--- config.mk ---
export PLATFORM = sky130hd
export DESIGN_NAME = kcht_front
export DESIGN_NICKNAME = d
export VERILOG_FILES = /design/src/hdl/kcht_pkg.sv /design/src/hdl/kcht_front.sv
export SDC_FILE = /design/constraint.sdc
export NUM_CORES = 1
export LEC_CHECK = 0
export ABC_CLOCK_PERIOD_IN_PS = 10800
export BUFFER_PORTS_ARGS = -buffer_cell sky130_fd_sc_hd__buf_4
export CAP_MARGIN = 20
export CORE_AREA = 3 3 193 195
export CTS_CLUSTER_DIAMETER = 80
export DETAILED_ROUTE_END_ITERATION = 8
export DIE_AREA = 0 0 196 198
export PLACE_DENSITY_LB_ADDON = 0.12
export SLEW_MARGIN = 20
export SYNTH_ARGS = -nofsm -noshare
export SYNTH_HDL_FRONTEND = slang
export SYNTH_SLANG_ARGS = --single-unit
--- constraint.sdc ---
create_clock -name clk_i -period 10.8 [get_ports clk_i]
set_clock_uncertainty 0.2 [all_clocks]
set_input_delay 0 -clock clk_i [delete_from_list [all_inputs] [get_ports clk_i]]
set_output_delay 0 -clock clk_i [all_outputs]
set_load 0.01 [all_outputs]
--- src/hdl/kcht_pkg.sv ---
// ----------------------------------------------------------------------------
// kcht_pkg
// Shared types and constants of the k-mer counting hash table.
// ----------------------------------------------------------------------------
package kcht_pkg;

  localparam int KC_BUCKETS_DEF    = 8192;
  localparam int KC_NODES_DEF      = 4096;
  localparam int KC_COUNT_BITS_DEF = 32;

  localparam int KC_NODE_ID_NULL = 0;

  localparam int KC_WORD_W   = 64;
  localparam int KC_IDX_W    = 12;
  localparam int KC_RCOUNT_W = 32;
  localparam int KC_TSIZE_W  = 14;
  localparam int KC_KWORDS_W = 2;
  localparam int KC_NLIMIT_W = 12;
  localparam int KC_CFG_W    = 14;
  localparam int KC_CFGIDX_W = 2;

  // Hash remainder is resolved this many bits per cycle
  localparam int KC_DIV_BITS  = 4;
  localparam int KC_DIV_STEPS = KC_WORD_W / KC_DIV_BITS;

  typedef enum logic [KC_CFGIDX_W-1:0] {
    REG_TABLE_SIZE = 2'd0,
    REG_KMER_WORDS = 2'd1,
    REG_NODE_LIMIT = 2'd2
  } kcht_reg_e;

  typedef enum logic [1:0] {
    CMD_ADD   = 2'd0,
    CMD_READ  = 2'd1,
    CMD_CLEAR = 2'd2
  } kcht_cmd_e;

  typedef enum logic [2:0] {
    ST_COUNTED  = 3'd0,
    ST_INSERTED = 3'd1,
    ST_REJECTED = 3'd2,
    ST_READ     = 3'd3,
    ST_RANGE    = 3'd4,
    ST_CLEARED  = 3'd5
  } kcht_status_e;

  typedef enum logic [1:0] {
    FR_IDLE,
    FR_DIV,
    FR_PUSH
  } kcht_fr_state_e;

  typedef enum logic [2:0] {
    BK_SWEEP,
    BK_IDLE,
    BK_WALK,
    BK_CMP,
    BK_LINK,
    BK_RDOUT
  } kcht_bk_state_e;

endpackage

--- src/hdl/kcht_front.sv ---
// ----------------------------------------------------------------------------
// kcht_front
// Takes command beats, hashes add k-mers to a bucket, queues jobs.
// ----------------------------------------------------------------------------
module kcht_front import kcht_pkg::*; #(
  parameter int BUCKETS = KC_BUCKETS_DEF
) (
  input  logic                   clk_i,
  input  logic                   rst_ni,
  input  logic [KC_TSIZE_W-1:0]  table_size_i,
  input  logic [KC_KWORDS_W-1:0] kmer_words_i,
  input  logic                   init_busy_i,
  input  logic                   push_i,
  output logic                   full_o,
  input  logic [1:0]             command_i,
  input  logic [KC_WORD_W-1:0]   kmer_low_i,
  input  logic [KC_WORD_W-1:0]   kmer_high_i,
  input  logic [KC_IDX_W-1:0]    entry_index_i,
  output logic                   job_push_o,
  output logic [2+1+2*KC_WORD_W+KC_IDX_W+$clog2(BUCKETS)-1:0] job_data_o,
  input  logic                   job_full_i
);

  localparam int BiW   = $clog2(BUCKETS);
  localparam int DvW   = $clog2(BUCKETS + 1);
  localparam int StepW = $clog2(KC_DIV_STEPS);

  kcht_fr_state_e state_q, state_d;

  logic [1:0]           cmd_q;
  logic                 two_q;
  logic [KC_WORD_W-1:0] lo_q, hi_q, sum_q, sum_n;
  logic [KC_IDX_W-1:0]  idx_q;
  logic [DvW-1:0]       rem_q, rem_n, divisor;
  logic [StepW-1:0]     step_q;
  logic                 accept, two_in;
  logic [KC_WORD_W-1:0] hi_in;

  // Buckets in use, clamped to 1..BUCKETS
  always_comb begin
    if (table_size_i == '0) begin
      divisor = DvW'(1);
    end else if (32'(table_size_i) > 32'(BUCKETS)) begin
      divisor = DvW'(BUCKETS);
    end else begin
      divisor = DvW'(table_size_i);
    end
  end

  assign two_in = kmer_words_i[1];
  assign hi_in  = two_in ? kmer_high_i : '0;
  assign accept = push_i && !full_o;

  // Restoring remainder, KC_DIV_BITS bits per cycle
  always_comb begin
    logic [DvW:0]         r2;
    logic [DvW-1:0]       r;
    logic [KC_WORD_W-1:0] s;
    r = rem_q;
    s = sum_q;
    for (int i = 0; i < KC_DIV_BITS; i++) begin
      r2 = {r, s[KC_WORD_W-1]};
      s  = {s[KC_WORD_W-2:0], 1'b0};
      if (r2 >= {1'b0, divisor}) begin
        r = DvW'(r2 - {1'b0, divisor});
      end else begin
        r = r2[DvW-1:0];
      end
    end
    rem_n = r;
    sum_n = s;
  end

  always_comb begin
    state_d = state_q;
    unique case (state_q)
      FR_IDLE: begin
        if (accept) begin
          state_d = (command_i == CMD_ADD) ? FR_DIV : FR_PUSH;
        end
      end
      FR_DIV: begin
        if (step_q == StepW'(KC_DIV_STEPS - 1)) begin
          state_d = FR_PUSH;
        end
      end
      FR_PUSH: begin
        if (!job_full_i) begin
          state_d = FR_IDLE;
        end
      end
      default: state_d = FR_IDLE;
    endcase
  end

  always_comb begin
    full_o     = 1'b1;
    job_push_o = 1'b0;
    unique case (state_q)
      FR_IDLE: full_o     = init_busy_i;
      FR_DIV:  full_o     = 1'b1;
      FR_PUSH: job_push_o = !job_full_i;
      default: full_o     = 1'b1;
    endcase
  end

  assign job_data_o = {cmd_q, two_q, lo_q, hi_q, idx_q, rem_q[BiW-1:0]};

  always_ff @(posedge clk_i or negedge rst_ni) begin
    if (!rst_ni) begin
      state_q <= FR_IDLE;
      step_q  <= '0;
    end else begin
      state_q <= state_d;
      if (accept) begin
        step_q <= '0;
      end else if (state_q == FR_DIV) begin
        step_q <= step_q + 1'b1;
      end
    end
  end

  always_ff @(posedge clk_i) begin
    if (accept) begin
      cmd_q <= command_i;
      two_q <= two_in;
      lo_q  <= kmer_low_i;
      hi_q  <= hi_in;
      idx_q <= entry_index_i;
      sum_q <= kmer_low_i + hi_in;
      rem_q <= '0;
    end else if (state_q == FR_DIV) begin
      sum_q <= sum_n;
      rem_q <= rem_n;
    end
  end

endmodule

==> metrics.md, run 1 <==
| Metric | Value |
|---|---|
| Outcome | completed |
| Root buffer cell | clkbuf_16 |
| Most used flip-flop cell after synthesis | edfxtp_1 |
| Finished Core Util | 62.1% |
| Min Tclk post-route | 9.95 ns |
| WP data arrival | 10.21 ns |
| IO Port Bufs | 319 |
| Startpoint class of the critical path | flip-flop |
| EDFF count, synth | 207 |
| Final net count | 2,440 |
| Worst Path Required | 11.06 ns |
| Hold-critical path endpoint | lo_q[62]$_DFFE_PP_ |
| ANT cells | 0 |
| Critical Path Slowest Stage Cell | or3_4 |
| Residual DRC | 0 |
| Die height | 198 um |
| DP HPWL | 33,900 um |
| Synth cell types | 84 |
| Final TNS setup | 0 ns |
| Hold Path Class | in2reg |
| # H-tree levels | 1 |
| Sequential share of the synthesized area | 43.4% |
| Mapped Area | 15,300 um2 |
| Largest net degree at the start of global routing | 100 |
| Area Growth Syn to Fin | 44.2% |
| Starting density of the core | 43.1% |
| FF-to-FF Start | rem_q[8]$_SDFFE_PP0P_ |
| Min-Delay Path Depth | 2 |
| Drt pass-1 iters | 5 |
| Syn Nets | 1,831 |
| Grt total ovfl | 0 |
| Synth warn | 0 |
| Worst-Margin Slew | 0.948 ns |
| Iteration-0 DRC count of the detailed router | 1,153 |
| Synth Register Bits | 227 |
| Max Slew Vio Count | 0 |
| Vias | 14,300 |
| CORE AREA | 35,600 um2 |
| RSZ-0062 raised after global routing | false |
| Final period utilization | 92.1% |
| Ys async rst share | 2.64% |
| Slowest cell delay on critical path | 0.46 ns |
| Antenna violations before repair | 1 |
| Worst-skew pair later-pin latency | 0.56 ns |
| Total wire length | 48,000 um |
| WS Path Type | reg2reg |
| Top Ports | 321 |
| Global-route usage over all layers | 23.8% |
| Total CTS buffers | 28 |
| Placer congestion estimate | 0.893 |
| Fmax | 101 MHz |
| Crit-path max FO | 12 |
| Die Width | 196 um |
| Syn Area/Cell | 9.93 um2 |
| CTS tree | yes |
| Worst-path clk slew | 0.06 ns |
| Most frequent cells in the layout | buf_4, dlygate4sd3_1, edfxtp_1, nand2_1, o21ai_0 |
| Cell Rows | 69 |
| Max-slew headroom | 36.6% |
| # setup viols final | 0 |
| Gate Count Post-Synth | 1,543 |
| First-pass GRT wire length | 75,200 um |
| DR vias/cell | 5.43 |
| Worst R2R End | rem_q[11]$_SDFFE_PP0P_ |
| Commonest non-fill, non-tap cell in the layout | buf_4 |
| Max_cap viols | 0 |
| Vias in the first global route | 14,200 |
| R2R depth | 40 |
| Critical hold path startpoint | kmer_low_i[62] |
| Clk buf depth | 3 |
| Antenna violation net count after detailed routing | 0 |
| Total die area | 38,800 um2 |
| Clk sink count | 227 |
| Final hold vios | 0 |
| Layout cells sized above 1 | 20.8% |
| Routed len/inst | 18.2 um |
| Critical Path End Type | flip-flop |
| Reg2reg setup slack | 0.85 ns |
state kept, by name, summed over array words and instances (netlist names):
| signal | flops |
|---|---|
| lo_q | 64 |
| rem_q | 14 |
| idx_q | 12 |
| hi_q | 64 |
| state_q | 2 |
| step_q | 4 |
| cmd_q | 2 |
| two_q | 1 |
| sum_q | 64 |
worst max path at each step:
stage	start	endpoint	slack, ns	cells past startpoint
floorplan	table_size_i[0]	rem_q[11]$_SDFFE_PP0P_	0.83	45
global route	rem_q[8]$_SDFFE_PP0P_	rem_q[11]$_SDFFE_PP0P_	0.1	40
CTS	rem_q[8]$_SDFFE_PP0P_	rem_q[11]$_SDFFE_PP0P_	0.60	40
finish	rem_q[8]$_SDFFE_PP0P_	rem_q[11]$_SDFFE_PP0P_	0.85	40
detailed placement	table_size_i[13]	rem_q[3]$_SDFFE_PP0P_	0.37	43
global placement	table_size_i[13]	rem_q[3]$_SDFFE_PP0P_	0.44	43
synthesized netlist by cell type, types with 20 or more instances:
master | instances | share of area [%]
xor2_1 | 36 | 2.1
ha_1 | 120 | 9.8
nand4_1 | 38 | 1.6
xnor2_1 | 62 | 3.5
clkbuf_1 | 52 | 1.3
o21a_1 | 20 | 0.98
and2_1 | 67 | 2.7
nand3_1 | 31 | 1.0
nand2_1 | 157 | 3.8
a21o_1 | 54 | 2.6
inv_1 | 58 | 1.4
a21oi_1 | 115 | 3.8
nor2_1 | 76 | 1.9
edfxtp_1 | 207 | 41
o211ai_1 | 26 | 1.3
o21ai_0 | 123 | 4.0
through the flow:
stage	hold WS, ns	cells	cell area [um2]	worst slack, ns
6_report	0.0296	2635	22100	0.853
2_1_floorplan	-0.496	1543	15300	0.833
3_3_place_gp	-0.387	2299	18300	0.436
3_5_place_dp	-0.385	2299	18300	0.373
5_1_grt	0.0146	2635	22100	0.0977
4_1_cts	0.00217	2635	22100	0.603
layer usage:
layer | vias to the layer above | global-route usage (%) | routed length [um]
met2 | 455 | 39.4 | 22000
met1 | 6812 | 33.0 | 22000
met3 | 58 | 4.20 | 3250
met4 | 2 | 4.62 | 771
li1 | 6986 | - | -
met5 | - | 0 | 11
cell families (layout without fill, tap and decap cells):
| kind of cell | count (synthesis) | in the layout | share of synthesized area, % |
|---|---|---|---|
| compound gates | 461 | 461 | 19.4 |
| xor+xnor | 98 | 98 | 5.60 |
| fa+ha+maj | 125 | 125 | 10.5 |
| buf+inv | 132 | 763 | 3.68 |
| flops | 227 | 227 | 43.4 |
| mux | 27 | 27 | 1.94 |
| simple gates | 473 | 473 | 15.5 |
critical path: cells and delay by family, from the launching register on:
family | cells | cell delay, ns
AOI/OAI and AO/OA | 20 | 4.34
adders and majority gates | 4 | 1.30
buffers and inverters | 4 | 0.57
DFF | 1 | 0.38
muxes | 2 | 0.71
and+or+nand+nor | 10 | 2.30
what timing repair did:
action,CTS,global route
endpoints found under the setup margin,0,14
setup buffers,0,0
hold buffers,284,0
resized for setup,0,2
hold endpoints to repair,199,0
area by class of cell:
| class | instances | area [um2] |
|---|---|---|
| clock buffer | 31 | 712 |
| clock inverter | 21 | 175 |
| fill | 2959 | 13500 |
| inverter | 59 | 226 |
| multi-input combinational | 1184 | 8130 |
| sequential | 227 | 6650 |
| tap | 461 | 577 |
| timing repair buffer | 652 | 5620 |
Power of run 1 is not shown: default switching activity piles up to over one toggle a cycle in this logic, so the estimate is an artifact.
==> inputs of run 2 (changes only) <==
Settings changed: CORE_AREA 3 3 193 195 to 3 3 205 207, DIE_AREA 0 0 196 198 to 0 0 208 210, RECOVER_POWER set to 25, SKIP_LAST_GASP set to 1.
==> metrics.md, run 2 (same netlist as run 1, synthesis figures left out) <==
| Metric | Value |
|---|---|
| Outcome | complete, but fails checks |
| Failing checks | max-capacitance violations, max-slew violations |
| Startpoint class of the critical path | flip-flop |
| Residual DRC | 0 (unchanged) |
| WP data arrival | 10.17 ns (-0.04 ns) |
| Placed cells | 2,452 (+6.7%) |
| CTS tree | yes |
| Worst-Margin Slew | 2.75 ns (+1.80 ns) |
| Cell Rows | 74 (+7.2%) |
| Global-route usage over all layers | 21.9% (-1.8 points) |
| Total die area | 43,700 um2 (+13%) |
| DR vias/cell | 5.21 (-4.0%) |
| Total wire length | 49,600 um (+3.3%) |
| Max Slew Vio Count | 66 (+66) |
| Max_cap viols | 1 (+1) |
| Crit-path max FO | 12 (unchanged) |
| Clk sink count | 227 (unchanged) |
| Worst-path clk slew | 0.05 ns (about the same) |
| Vias in the first global route | 14,700 (+3.7%) |
| Post-CTS Resized | 0 (unchanged) |
| Worst slack, placed | 0.489 ns (+0.116 ns) |
| Clk buf depth | 3 (unchanged) |
| Most frequent cells in the layout | buf_4, dlygate4sd3_1, edfxtp_1, nand2_1, o21ai_0 |
| Critical Path Slowest Stage Cell | or3_4 |
| Largest net degree at the start of global routing | 101 (+1.0%) |
| Final hold vios | 0 (unchanged) |
| Drt pass-1 iters | 5 (unchanged) |
| Fmax | 100 MHz (-0.20%) |
| Largest regs | hi_q x64, lo_q x64, sum_q x64 |
| Placer congestion estimate | 0.886 (-0.78%) |
| Iteration-0 DRC count of the detailed router | 835 (-28%) |
| IO Port Bufs | 319 (unchanged) |
| Total CTS buffers | 28 (unchanged) |
| Post-Layout Cell Count | 2,785 (+5.7%) |
| Hold Path Class | in2reg |
| DP HPWL | 36,100 um (+6.4%) |
| Die height | 210 um (+6.1%) |
| Crit path top cell by count | buf_4 |
| Antenna violations before repair | 2 (+1) |
| Layout cells sized above 1 | 18.7% (-2.1 points) |
| Vias | 14,500 (+1.4%) |
| Antenna violation net count after detailed routing | 0 (unchanged) |
| Starting density of the core | 37.8% (-5.3 points) |
| CORE AREA | 40,600 um2 (+14%) |
| Worst Path Required | 11.00 ns (-0.06 ns) |
| Area Growth Syn to Fin | 46.0% |
| Final period utilization | 92.3% (+0.19 points) |
| Critical Path End Type | flip-flop |
| Worst-skew pair later-pin latency | 0.57 ns (about the same) |
| Final TNS setup | 0 ns (unchanged) |
| Area of the multi-input gates | 8120 um2 (about the same) |
| WS Path Type | reg2reg |
| Die Width | 208 um (+6.1%) |
| ANT cells | 0 (unchanged) |
| Commonest non-fill, non-tap cell in the layout | buf_4 |
| # setup viols final | 0 (unchanged) |
| Top Ports | 321 (unchanged) |
| Final WS setup | 0.833 ns (-0.0201 ns) |
| Slowest cell delay on critical path | 0.46 ns (about the same) |
| Grt total ovfl | 0 (unchanged) |
| Min Tclk post-route | 9.97 ns (+0.0201 ns) |
| Storage cell area | 6650 um2 (unchanged) |
| RSZ-0062 raised after global routing | false |
| First-pass GRT wire length | 78,500 um (+4.4%) |
| Finished Core Util | 55.1% (-6.9 points) |
| Routed len/inst | 17.8 um (-2.2%) |
| Root buffer cell | clkbuf_16 |
| Max-slew headroom | -83.1% (-120 points) |
| Fillers | 3,646 (+23%) |
| Final net count | 2,522 (+3.4%) |
| # H-tree levels | 1 (unchanged) |
-- run 2: layer usage --
layer  up-vias  global-route usage [%]  routed length (um)
li1       7155                       -                   -
met1      6890                    31.0               23600
met2       407                    35.9               22200
met3        65                    3.68                2820
met4         2                    4.58                 919
met5         -                       0                  17
-- run 2: final cells by class --
type	instances	area share, %
clock buffers	36	3.27
clock inverters	13	0.582
inverters	59	1.01
multi-input cells	1184	36.3
flip-flops and latches	227	29.7
well taps	532	2.98
repair buffers	734	26.1
-- run 2: timing repair --
item / 4_1_cts / 5_1_grt
hold endpoints to repair: 203 / 0
hold buffers: 283 / 0
setup buffers: 0 / 0
-- run 2: final timing paths --
check	endpoint	cells past startpoint	slack [ns]	from
min in group asynchronous	state_q[1]$_DFFE_PN0P_	3	0.21	rst_ni
min	rem_q[1]$_SDFFE_PP0P_	6	0.05	table_size_i[1]
max reg2reg	rem_q[10]$_SDFFE_PP0P_	44	0.83	rem_q[9]$_SDFFE_PP0P_
max	rem_q[10]$_SDFFE_PP0P_	44	0.83	rem_q[9]$_SDFFE_PP0P_
min reg2reg	sum_q[14]$_DFFE_PP_	2	0.32	sum_q[10]$_DFFE_PP_
max in group asynchronous	step_q[0]$_DFFE_PN0P_	3	9.97	rst_ni
-- run 2: per-stage QoR --
stage / hold WS (ns) / instance area [um2]
global placement: -0.389 / 19000
finish: 0.0465 / 22400
floorplan: -0.496 / 15300
global route: 0.0875 / 22400
detailed placement: -0.388 / 19000
CTS: 0.00502 / 22700
-- run 2: worst max-delay path: cells and delay by family, from the launching register on --
kind / cells / cell delay, ns
AO/OA/AOI/OAI: 19 / 3.86
adder cells (fa/ha/maj): 4 / 1.26
buffers and inverters: 9 / 1.49
flip-flops: 1 / 0.38
multiplexers: 3 / 0.90
AND/OR/NAND/NOR: 9 / 1.73
Power of run 2 is left out for the same reason.
