## config.mk

```make
export PLATFORM = sky130hd
export DESIGN_NAME = kcht_fifo
export DESIGN_NICKNAME = d
export VERILOG_FILES = /design/src/hdl/kcht_fifo.sv
export SDC_FILE = /design/constraint.sdc
export NUM_CORES = 1
export LEC_CHECK = 0
export ABC_AREA = 1
export BUFFER_PORTS_ARGS = -buffer_cell sky130_fd_sc_hd__buf_4
export CAP_MARGIN = 20
export CORE_MARGIN = 2
export CORE_UTILIZATION = 53
export CTS_BUF_LIST = sky130_fd_sc_hd__clkbuf_8 sky130_fd_sc_hd__clkbuf_16
export DETAILED_ROUTE_END_ITERATION = 8
export HOLD_SLACK_MARGIN = 0.03
export PLACE_DENSITY = 0.81
export SLEW_MARGIN = 20
export SYNTH_ARGS = -nofsm -noshare
export SYNTH_HDL_FRONTEND = slang
export SYNTH_SLANG_ARGS = --single-unit
```

## constraint.sdc

```tcl
create_clock -name clk_i -period 2.5 [get_ports clk_i]
set_input_delay 0.125 -clock clk_i [delete_from_list [all_inputs] [get_ports clk_i]]
set_output_delay 0.125 -clock clk_i [all_outputs]
set_load 0.02 [all_outputs]
```

## src/hdl/kcht_fifo.sv

```systemverilog
// ----------------------------------------------------------------------------
// kcht_fifo
// Small register queue between the front and back ends.
// ----------------------------------------------------------------------------
module kcht_fifo #(
  parameter int WIDTH = 8,
  parameter int DEPTH = 2
) (
  input  logic             clk_i,
  input  logic             rst_ni,
  input  logic             push_i,
  input  logic [WIDTH-1:0] wdata_i,
  output logic             full_o,
  input  logic             pop_i,
  output logic [WIDTH-1:0] rdata_o,
  output logic             empty_o
);

  localparam int PtrW = (DEPTH > 1) ? $clog2(DEPTH) : 1;
  localparam int CntW = $clog2(DEPTH + 1);

  logic [WIDTH-1:0] slot_q [DEPTH];
  logic [PtrW-1:0]  wptr_q, wptr_d, rptr_q, rptr_d;
  logic [CntW-1:0]  cnt_q, cnt_d;
  logic             do_push, do_pop;

  assign full_o  = (cnt_q == CntW'(DEPTH));
  assign empty_o = (cnt_q == '0);
  assign do_push = push_i && !full_o;
  assign do_pop  = pop_i && !empty_o;
  assign rdata_o = slot_q[rptr_q];

  always_comb begin
    wptr_d = wptr_q;
    rptr_d = rptr_q;
    cnt_d  = cnt_q;
    if (do_push) begin
      wptr_d = (wptr_q == PtrW'(DEPTH - 1)) ? '0 : wptr_q + 1'b1;
    end
    if (do_pop) begin
      rptr_d = (rptr_q == PtrW'(DEPTH - 1)) ? '0 : rptr_q + 1'b1;
    end
    if (do_push && !do_pop) begin
      cnt_d = cnt_q + 1'b1;
    end else if (do_pop && !do_push) begin
      cnt_d = cnt_q - 1'b1;
    end
  end

  always_ff @(posedge clk_i or negedge rst_ni) begin
    if (!rst_ni) begin
      wptr_q <= '0;
      rptr_q <= '0;
      cnt_q  <= '0;
    end else begin
      wptr_q <= wptr_d;
      rptr_q <= rptr_d;
      cnt_q  <= cnt_d;
    end
  end

  always_ff @(posedge clk_i) begin
    if (do_push) begin
      slot_q[wptr_q] <= wdata_i;
    end
  end

endmodule

```

==> impl_metrics.env, run 1 <==
export IMPL_cp_start_kind="flip-flop"
export IMPL_setup_slack_ns=0.959
export IMPL_tritoncts="done"
export IMPL_final_max_slew_viol_count=0
export IMPL_core_area_sq_um=1470
export IMPL_antenna_left=0
export IMPL_power_mw=1.25
export IMPL_chipHeight_microns=43.1
export IMPL_dr_pass1_iters=4
export IMPL_preCtsSetupSlack_ns=0.972
export IMPL_grt_pass1_wl_microns=2430
export IMPL_root_buffer="clkbuf_8"
export IMPL_grt_start_max_net_pins=12
export IMPL_cap_violations=0
export IMPL_grt_busiest_layer="met2"
export IMPL_clock_latency_ns=0.25
export IMPL_seq_area_frac_synth_pct=71.7
export IMPL_die_area_sq_um=1860
export IMPL_grt_use_met3_pct=3.83
export IMPL_holdBufCountCts=1
export IMPL_syn_inst=73
export IMPL_rr_worst_depth=2
export IMPL_placed_area_sq_um=982
export IMPL_grt_util_met2_pct=30.7
export IMPL_die_w_microns=43.1
export IMPL_final_setup_skew_ns=0.00263
export IMPL_yosysUniqueCellTypes=14
export IMPL_ys_warn_count=0
export IMPL_drt_total_wl_microns=1450
export IMPL_grt_pass1_vias=560
export IMPL_avgRoutedWirePerCell_microns=12.7
export IMPL_critPathKind="reg2reg"
export IMPL_fin_util_pct=70.5
export IMPL_hold_depth=1
export IMPL_fin_hold_ws_ns=0.0492
export IMPL_drt_iter0_markers=11
export IMPL_relSlewSlack_pct=54.7
export IMPL_crit_fanout=8
export IMPL_peakVddDrop_uv=611
export IMPL_antenna_cells=0
export IMPL_ys_seq_elements=20
export IMPL_tns_ns=0
export IMPL_synth_fp_nets=86
export IMPL_ios=22
export IMPL_hp_class="in2reg"
export IMPL_use_met1_pct=22.3
export IMPL_path_clk_slew_ns=0.07
export IMPL_synth_area_sq_um=810
export IMPL_worstPathArrival_ns=1.43
export IMPL_rsz0062_at_grt="false"
export IMPL_htree_levels=1
export IMPL_io_buffers=21
export IMPL_finalNonFillerCells=114
export IMPL_num_vias=547
export IMPL_finalCritPeriodShare_pct=61.6
export IMPL_period_needed_ns=1.54
export IMPL_leakagePower_nw=0.488
export IMPL_end_kind="flip-flop"
export IMPL_power_density_nw_per_um2=1210
export IMPL_fmax_mhz=649
export IMPL_required_ns=2.39
export IMPL_cts_setup_buffers=0
export IMPL_cts_resized=0
export IMPL_area_growth_pct=28.1
export IMPL_avgSynthCellArea_sq_um=11.1
export IMPL_vias_per_cell=4.80
export IMPL_worst_pin_slew_ns=0.677
export IMPL_design_area_sq_um=1040
export IMPL_gp_congestion=0.811
export IMPL_fp_row_count=14
export IMPL_cts_made_buffers=3
export IMPL_clock_sinks=20
export IMPL_drcViolationCount=0
export IMPL_track_usage_pct=17.9
export IMPL_numPlacedInstances=109
export IMPL_antenna_found_initial=0
export IMPL_clk_path_buf_depth=2
export IMPL_hold_viol=0
export IMPL_hpwl_microns=1080
export IMPL_outcome="finished clean"
export IMPL_finalSetupViolations=0
export IMPL_initial_core_util_pct=55.0
export IMPL_drive_gt1_share_pct=27.6
export IMPL_grt_overflow=0
export IMPL_layout_nets=112
[cells in the mapped netlist (all sizes together)]
cell type | n | area, sq um
o21ai | 2 | 10.0
nand4 | 1 | 6.26
dfrtp | 4 | 100
xnor2 | 1 | 8.76
edfxtp | 16 | 480
inv | 8 | 30.0
nand3 | 1 | 5.00
ha | 1 | 12.5
buf | 1 | 5.00
nand3b | 1 | 7.51
nor2 | 4 | 20.0
nand2 | 33 | 124
[layer usage]
metal / vias up / routed length (microns)
met5: - / 0
met4: 0 / 8
met3: 2 / 78
met2: 20 / 756
met1: 240 / 609
li1: 285 / -
[layout by cell type, fill, tap and decap left out, drive strengths merged]
cell and instances:
xnor2 1, o21ai 2, nor2 4, dlygate4sd3 1, nand3 1, clkbuf 3, nand4 1, buf 21
ha 1, inv 8, clkinv 1, dfrtp 4, nand2 33, nand3b 1, edfxtp 16
[path summary, 6_finish.rpt]
| check | slack (ns) | from | end |
|---|---|---|---|
| setup / recovery | 0.96 | cnt_q[0] | slot_q[1][6] |
| hold / removal | 0.05 | wdata_i[4] | slot_q[0][4] |
| setup reg to reg | 0.96 | cnt_q[0] | slot_q[1][6] |
| hold reg to reg | 0.51 | wptr_q | wptr_q |
| max in group asynchronous | 2.19 | rst_ni | rptr_q |
| min in group asynchronous | 0.21 | rst_ni | wptr_q |
[logic make-up after synthesis]
kind of cell	count (synthesis)	share of synthesized area [%]
compound gates	2	1.24
fa+ha+maj	1	1.55
buf+inv	9	4.33
xor+xnor	1	1.08
flops	20	71.7
simple gates	40	20.1
[cell type report]
type | count | area (sq um)
Inverter | 8 | 30.0
Clock buffer | 3 | 41.3
Fill cell | 122 | 434
Timing Repair Buffer | 22 | 168
Clock inverter | 1 | 3.75
Tap cell | 16 | 20.0
Sequential cell | 20 | 581
Multi-Input combinational cell | 44 | 194
[worst max-delay path, cell delays in order (launching register included)]
cell     delay (ns)
dfrtp_1        0.47
o21ai_0        0.16
nor2_1         0.55
[report_power, final]
part | switching (mW) | internal [mW]
Combinational | 0.315 | 0.199
Sequential | 0.0633 | 0.464
Clock | 0.101 | 0.109
Total | 0.480 | 0.772
[registers in the layout, summed over array words and instances (netlist names)]
name / count
cnt_q: 2
slot_q: 16
rptr_q: 1
wptr_q: 1
Note: power is estimated with default switching activity, not from simulation.
==> inputs of run 2 (changes only) <==
--- a/config.mk
+++ b/config.mk
@@ -9,11 +9,11 @@
 export BUFFER_PORTS_ARGS = -buffer_cell sky130_fd_sc_hd__buf_4
 export CAP_MARGIN = 20
 export CORE_MARGIN = 2
-export CORE_UTILIZATION = 53
+export CORE_UTILIZATION = 49
 export CTS_BUF_LIST = sky130_fd_sc_hd__clkbuf_8 sky130_fd_sc_hd__clkbuf_16
 export DETAILED_ROUTE_END_ITERATION = 8
 export HOLD_SLACK_MARGIN = 0.03
-export PLACE_DENSITY = 0.81
+export PLACE_DENSITY = 0.75
 export SLEW_MARGIN = 20
 export SYNTH_ARGS = -nofsm -noshare
 export SYNTH_HDL_FRONTEND = slang
==> constraint.sdc (replaced) <==
create_clock -name clk_i -period 1.5 [get_ports clk_i]
set_input_delay 0.075 -clock clk_i [delete_from_list [all_inputs] [get_ports clk_i]]
set_output_delay 0.075 -clock clk_i [all_outputs]
set_load 0.02 [all_outputs]
==> impl_metrics.env, run 2 (synthesis results as in run 1) <==
export IMPL_finalNonFillerCells=123
export IMPL_drt_iter0_markers=4
export IMPL_antenna_left=0
export IMPL_chipHeight_microns=44.6
export IMPL_fp_row_count=14
export IMPL_final_max_slew_viol_count=0
export IMPL_antenna_cells=0
export IMPL_ios=22
export IMPL_numPlacedInstances=110
export IMPL_leakagePower_nw=0.531
export IMPL_track_usage_pct=18.0
export IMPL_tritoncts="done"
export IMPL_crit_fanout=7
export IMPL_rsz0062_at_grt="false"
export IMPL_cts_made_buffers=3
export IMPL_critPathKind="reg2reg"
export IMPL_largest_register="slot_q"
export IMPL_top_layer_used="met4"
export IMPL_fin_util_pct=73.8
export IMPL_relSlewSlack_pct=75.0
export IMPL_power_mw=2.11
export IMPL_vias_per_cell=4.88
export IMPL_cts_setup_buffers=0
export IMPL_fin_hold_ws_ns=0.0644
export IMPL_preCtsSetupSlack_ns=0.0796
export IMPL_area_growth_pct=38.9
export IMPL_design_area_sq_um=1120
export IMPL_grt_overflow=0
export IMPL_period_needed_ns=1.39
export IMPL_finalSetupViolations=0
export IMPL_gp_congestion=0.801
export IMPL_clk_path_buf_depth=2
export IMPL_cap_violations=0
export IMPL_avgRoutedWirePerCell_microns=12.2
export IMPL_largestRegisters="slot_q x16, cnt_q x2"
export IMPL_finalCritPeriodShare_pct=92.5
export IMPL_met3_length_microns=71
export IMPL_clock_latency_ns=0.25
export IMPL_worst_pin_slew_ns=0.375
export IMPL_drcViolationCount=0
export IMPL_end_kind="flip-flop"
export IMPL_placed_area_sq_um=990
export IMPL_grt_start_max_net_pins=12
export IMPL_grt_pass1_vias=616
export IMPL_path_clk_slew_ns=0.06
export IMPL_hold_viol=0
export IMPL_io_buffers=21
export IMPL_drt_met1_wl_microns=659
export IMPL_dr_pass1_iters=4
export IMPL_drive_gt1_share_pct=26.2
export IMPL_die_w_microns=44.6
export IMPL_power_density_nw_per_um2=1880
export IMPL_antenna_found_initial=0
export IMPL_clock_sinks=20
export IMPL_largest_reg_flops=16
export IMPL_layout_nets=121
export IMPL_grt_pass1_wl_microns=2490
export IMPL_core_area_sq_um=1520
export IMPL_final_setup_skew_ns=0.00552
export IMPL_worstPathArrival_ns=1.53
export IMPL_fmax_mhz=721
export IMPL_layout_commonest_cell="nand2_1"
export IMPL_required_ns=1.64
export IMPL_drt_total_wl_microns=1500
export IMPL_num_vias=600
export IMPL_hp_class="in2reg"
export IMPL_dr_wl_met2_microns=745
export IMPL_cp_start_kind="flip-flop"
export IMPL_root_buffer="clkbuf_8"
export IMPL_hpwl_microns=1010
export IMPL_initial_core_util_pct=53.1
export IMPL_setup_slack_ns=0.112
export IMPL_outcome="finished clean"
export IMPL_die_area_sq_um=1990
export IMPL_layout_common_cells="33 x nand2_1, 22 x buf_4, 16 x edfxtp_1"
export IMPL_tns_ns=0
export IMPL_peakVddDrop_uv=1280
export IMPL_htree_levels=1
==> run 2: worst max-delay path, stage by stage, from the launching register on <==
cell     delay [ns]
dfrtp_1        0.46
nor2_2         0.18
nor2_2         0.06
ha_1           0.30
inv_1          0.08
nand3_1        0.08
nand2_1        0.07
nand2_1        0.05
==> run 2: path summary, 6_finish.rpt <==
check                               from        to  slack (ns)  cells past startpoint
worst max register to register  cnt_q[0]  cnt_q[1]        0.11                      7
worst max-delay path            cnt_q[0]  cnt_q[1]        0.11                      7
max in group asynchronous         rst_ni    rptr_q        1.22                      2
worst min register to register    wptr_q    wptr_q        0.50                      2
min in group asynchronous         rst_ni  cnt_q[0]        0.18                      2
worst min-delay path               pop_i    rptr_q        0.06                      3
==> run 2: metal layers <==
layer | up-vias | global-route usage (%)
li1 | 304 | -
met1 | 276 | 21.6
met2 | 17 | 31.3
met3 | 3 | 3.67
met4 | 0 | 7.27
met5 | - | 0
==> run 2: timing repair <==
| action | CTS | global route |
|---|---|---|
| endpoints found under the hold margin | 20 | 0 |
| resized for setup | 0 | 1 |
| hold buffers | 9 | 0 |
| endpoints found under the setup margin | 0 | 1 |
==> run 2: report_power, final <==
| part | switching (mW) | internal, mW |
|---|---|---|
| Combinational | 0.521 | 0.357 |
| Clock | 0.163 | 0.182 |
| Sequential | 0.115 | 0.772 |
==> run 2: final cells by class <==
cell class	instances	area, sq um
clock inverter	1	3.75
sequential	20	581
clock buffer	3	41.3
fill	108	399
inverter	8	30.0
multi-input combinational	44	194
tap	16	20.0
timing repair buffer	31	255
==> inputs of run 3 (changes only) <==
--- a/config.mk
+++ b/config.mk
@@ -13,7 +13,7 @@
 export CTS_BUF_LIST = sky130_fd_sc_hd__clkbuf_8 sky130_fd_sc_hd__clkbuf_16
 export DETAILED_ROUTE_END_ITERATION = 8
 export HOLD_SLACK_MARGIN = 0.03
-export PLACE_DENSITY = 0.75
+export PLACE_DENSITY_LB_ADDON = 0.05
 export SLEW_MARGIN = 20
 export SYNTH_ARGS = -nofsm -noshare
 export SYNTH_HDL_FRONTEND = slang
==> impl_metrics.env, run 3 (synthesis results as in run 1) <==
export IMPL_largestRegisters="slot_q x16, cnt_q x2"
export IMPL_r2r_slack_ns=0.11
export IMPL_power_density_nw_per_um2=1880
export IMPL_cts_made_buffers=3
export IMPL_fp_row_count=14
export IMPL_layout_nets=121
export IMPL_drt_iter0_markers=11
export IMPL_cap_violations=0
export IMPL_die_area_sq_um=1990
export IMPL_drcViolationCount=0
export IMPL_antenna_found_initial=0
export IMPL_clock_latency_ns=0.25
export IMPL_gp_congestion=0.831
export IMPL_relSlewSlack_pct=75.7
export IMPL_slowest_delay_ns=0.47
export IMPL_fin_util_pct=73.8
export IMPL_grt_use_met3_pct=3.67
export IMPL_layout_commonest_cell="nand2_1"
export IMPL_layout_common_cells="33 x nand2_1, 22 x buf_4, 16 x edfxtp_1"
export IMPL_area_growth_pct=38.9
export IMPL_cp_start_kind="flip-flop"
export IMPL_final_setup_skew_ns=0.00154
export IMPL_ios=22
export IMPL_worstPathArrival_ns=1.53
export IMPL_dr_pass1_iters=4
export IMPL_fmax_mhz=718
export IMPL_finalCritPeriodShare_pct=92.8
export IMPL_grt_busiest_layer="met2"
export IMPL_root_buffer="clkbuf_8"
export IMPL_initial_core_util_pct=53.1
export IMPL_hp_class="in2reg"
export IMPL_num_vias=591
export IMPL_hold_start="pop_i"
export IMPL_power_mw=2.11
export IMPL_grt_start_max_net_pins=12
export IMPL_critical_path_cell_chain="nor2_2, nor2_2, ha_1, inv_1, nand3_1, nand2_1, nand2_1"
export IMPL_hold_depth=3
export IMPL_n_fill_cell=101
export IMPL_hold_viol=0
export IMPL_grt_overflow=0
export IMPL_outcome="finished clean"
export IMPL_worst_pin_slew_ns=0.364
export IMPL_hold_end="rptr_q"
export IMPL_antenna_cells=0
export IMPL_drt_total_wl_microns=1440
export IMPL_drive_gt1_share_pct=26.2
export IMPL_crit_fanout=7
export IMPL_grt_pass1_wl_microns=2240
export IMPL_path_clk_slew_ns=0.07
export IMPL_clock_sinks=20
export IMPL_hpwl_microns=1020
export IMPL_finalSetupViolations=0
export IMPL_largest_register="slot_q"
export IMPL_period_needed_ns=1.39
export IMPL_rr_worst_depth=7
export IMPL_largest_reg_flops=16
export IMPL_peakVddDrop_uv=1090
export IMPL_end_kind="flip-flop"
export IMPL_avgRoutedWirePerCell_microns=11.7
export IMPL_leakagePower_nw=0.527
export IMPL_use_met1_pct=19.3
export IMPL_tns_ns=0
export IMPL_clk_path_buf_depth=2
export IMPL_chipHeight_microns=44.6
export IMPL_critPathSlowestCell="dfrtp_1"
export IMPL_die_w_microns=44.6
export IMPL_antenna_left=0
export IMPL_htree_levels=1
export IMPL_io_buffers=21
export IMPL_grt_pass1_vias=556
export IMPL_r2r_end="cnt_q[1]"
export IMPL_grt_util_met2_pct=29.0
export IMPL_track_usage_pct=16.0
export IMPL_r2r_start="cnt_q[0]"
export IMPL_required_ns=1.64
export IMPL_vias_per_cell=4.80
export IMPL_critPathKind="reg2reg"
export IMPL_tritoncts="done"
export IMPL_final_max_slew_viol_count=0
export IMPL_core_area_sq_um=1520
export IMPL_rsz0062_at_grt="false"
## run 3: cell types whose count changed in the layout (fill, tap and decap cells not counted), sizes merged
cell	delta
clkinv	+1
inv	-1
## run 3: critical path, delay by kind of cell (launching register included)
family | cells | cell delay (ns)
adders and majority gates | 1 | 0.31
buffers and inverters | 1 | 0.08
DFF | 1 | 0.47
and+or+nand+nor | 5 | 0.44
## run 3: layer usage
layer / up-vias / routed length [microns]
li1: 302 / -
met4: 0 / 0
met5: - / 0
met2: 18 / 727
met1: 271 / 643
met3: 0 / 70
## run 3: repair_timing
item	in CTS	in global routing
endpoints found under the hold margin	20	0
buffers inserted	0	0
gates resized for setup	0	1
setup endpoints to repair	0	1
hold buffers	9	0
## run 3: metrics by stage
stage / hold slack [ns] / instances / instance area (sq um) / setup WS [ns]
3_3_place_gp: -0.125 / 110 / 990 / 0.0768
4_1_cts: 0.0625 / 123 / 1120 / 0.0593
6_report: 0.0657 / 123 / 1120 / 0.108
2_1_floorplan: -0.221 / 73 / 810 / 0.101
3_5_place_dp: -0.126 / 110 / 990 / 0.0983
5_1_grt: 0.0739 / 123 / 1120 / 0.0259
## run 3: worst max path at each step
stage | slack [ns] | startpoint | to | depth (start not counted)
6_report | 0.11 | cnt_q[0] | cnt_q[1] | 7
3_3_place_gp | 0.08 | cnt_q[0] | cnt_q[1] | 6
3_5_place_dp | 0.1 | cnt_q[0] | cnt_q[1] | 6
5_1_grt | 0.03 | cnt_q[0] | cnt_q[1] | 6
4_1_cts | 0.06 | cnt_q[0] | cnt_q[1] | 6
2_1_floorplan | 0.10 | cnt_q[0] | cnt_q[1] | 7
## run 3: power by group
| part | switching, mW | internal [mW] |
|---|---|---|
| registers | 0.113 | 0.772 |
| clock network | 0.160 | 0.181 |
| logic | 0.526 | 0.358 |
| total | 0.799 | 1.31 |
## run 3: layout make-up
| class | count | area (sq um) | share of cell area (%) |
|---|---|---|---|
| Sequential cell | 20 | 581 | 51.6 |
| Timing Repair Buffer | 31 | 255 | 22.7 |
| Multi-Input combinational cell | 44 | 194 | 17.2 |
| Clock buffer | 3 | 41.3 | 3.67 |
| Inverter | 8 | 30.0 | 2.67 |
| Tap cell | 16 | 20.0 | 1.78 |
| Clock inverter | 1 | 3.75 | 0.334 |
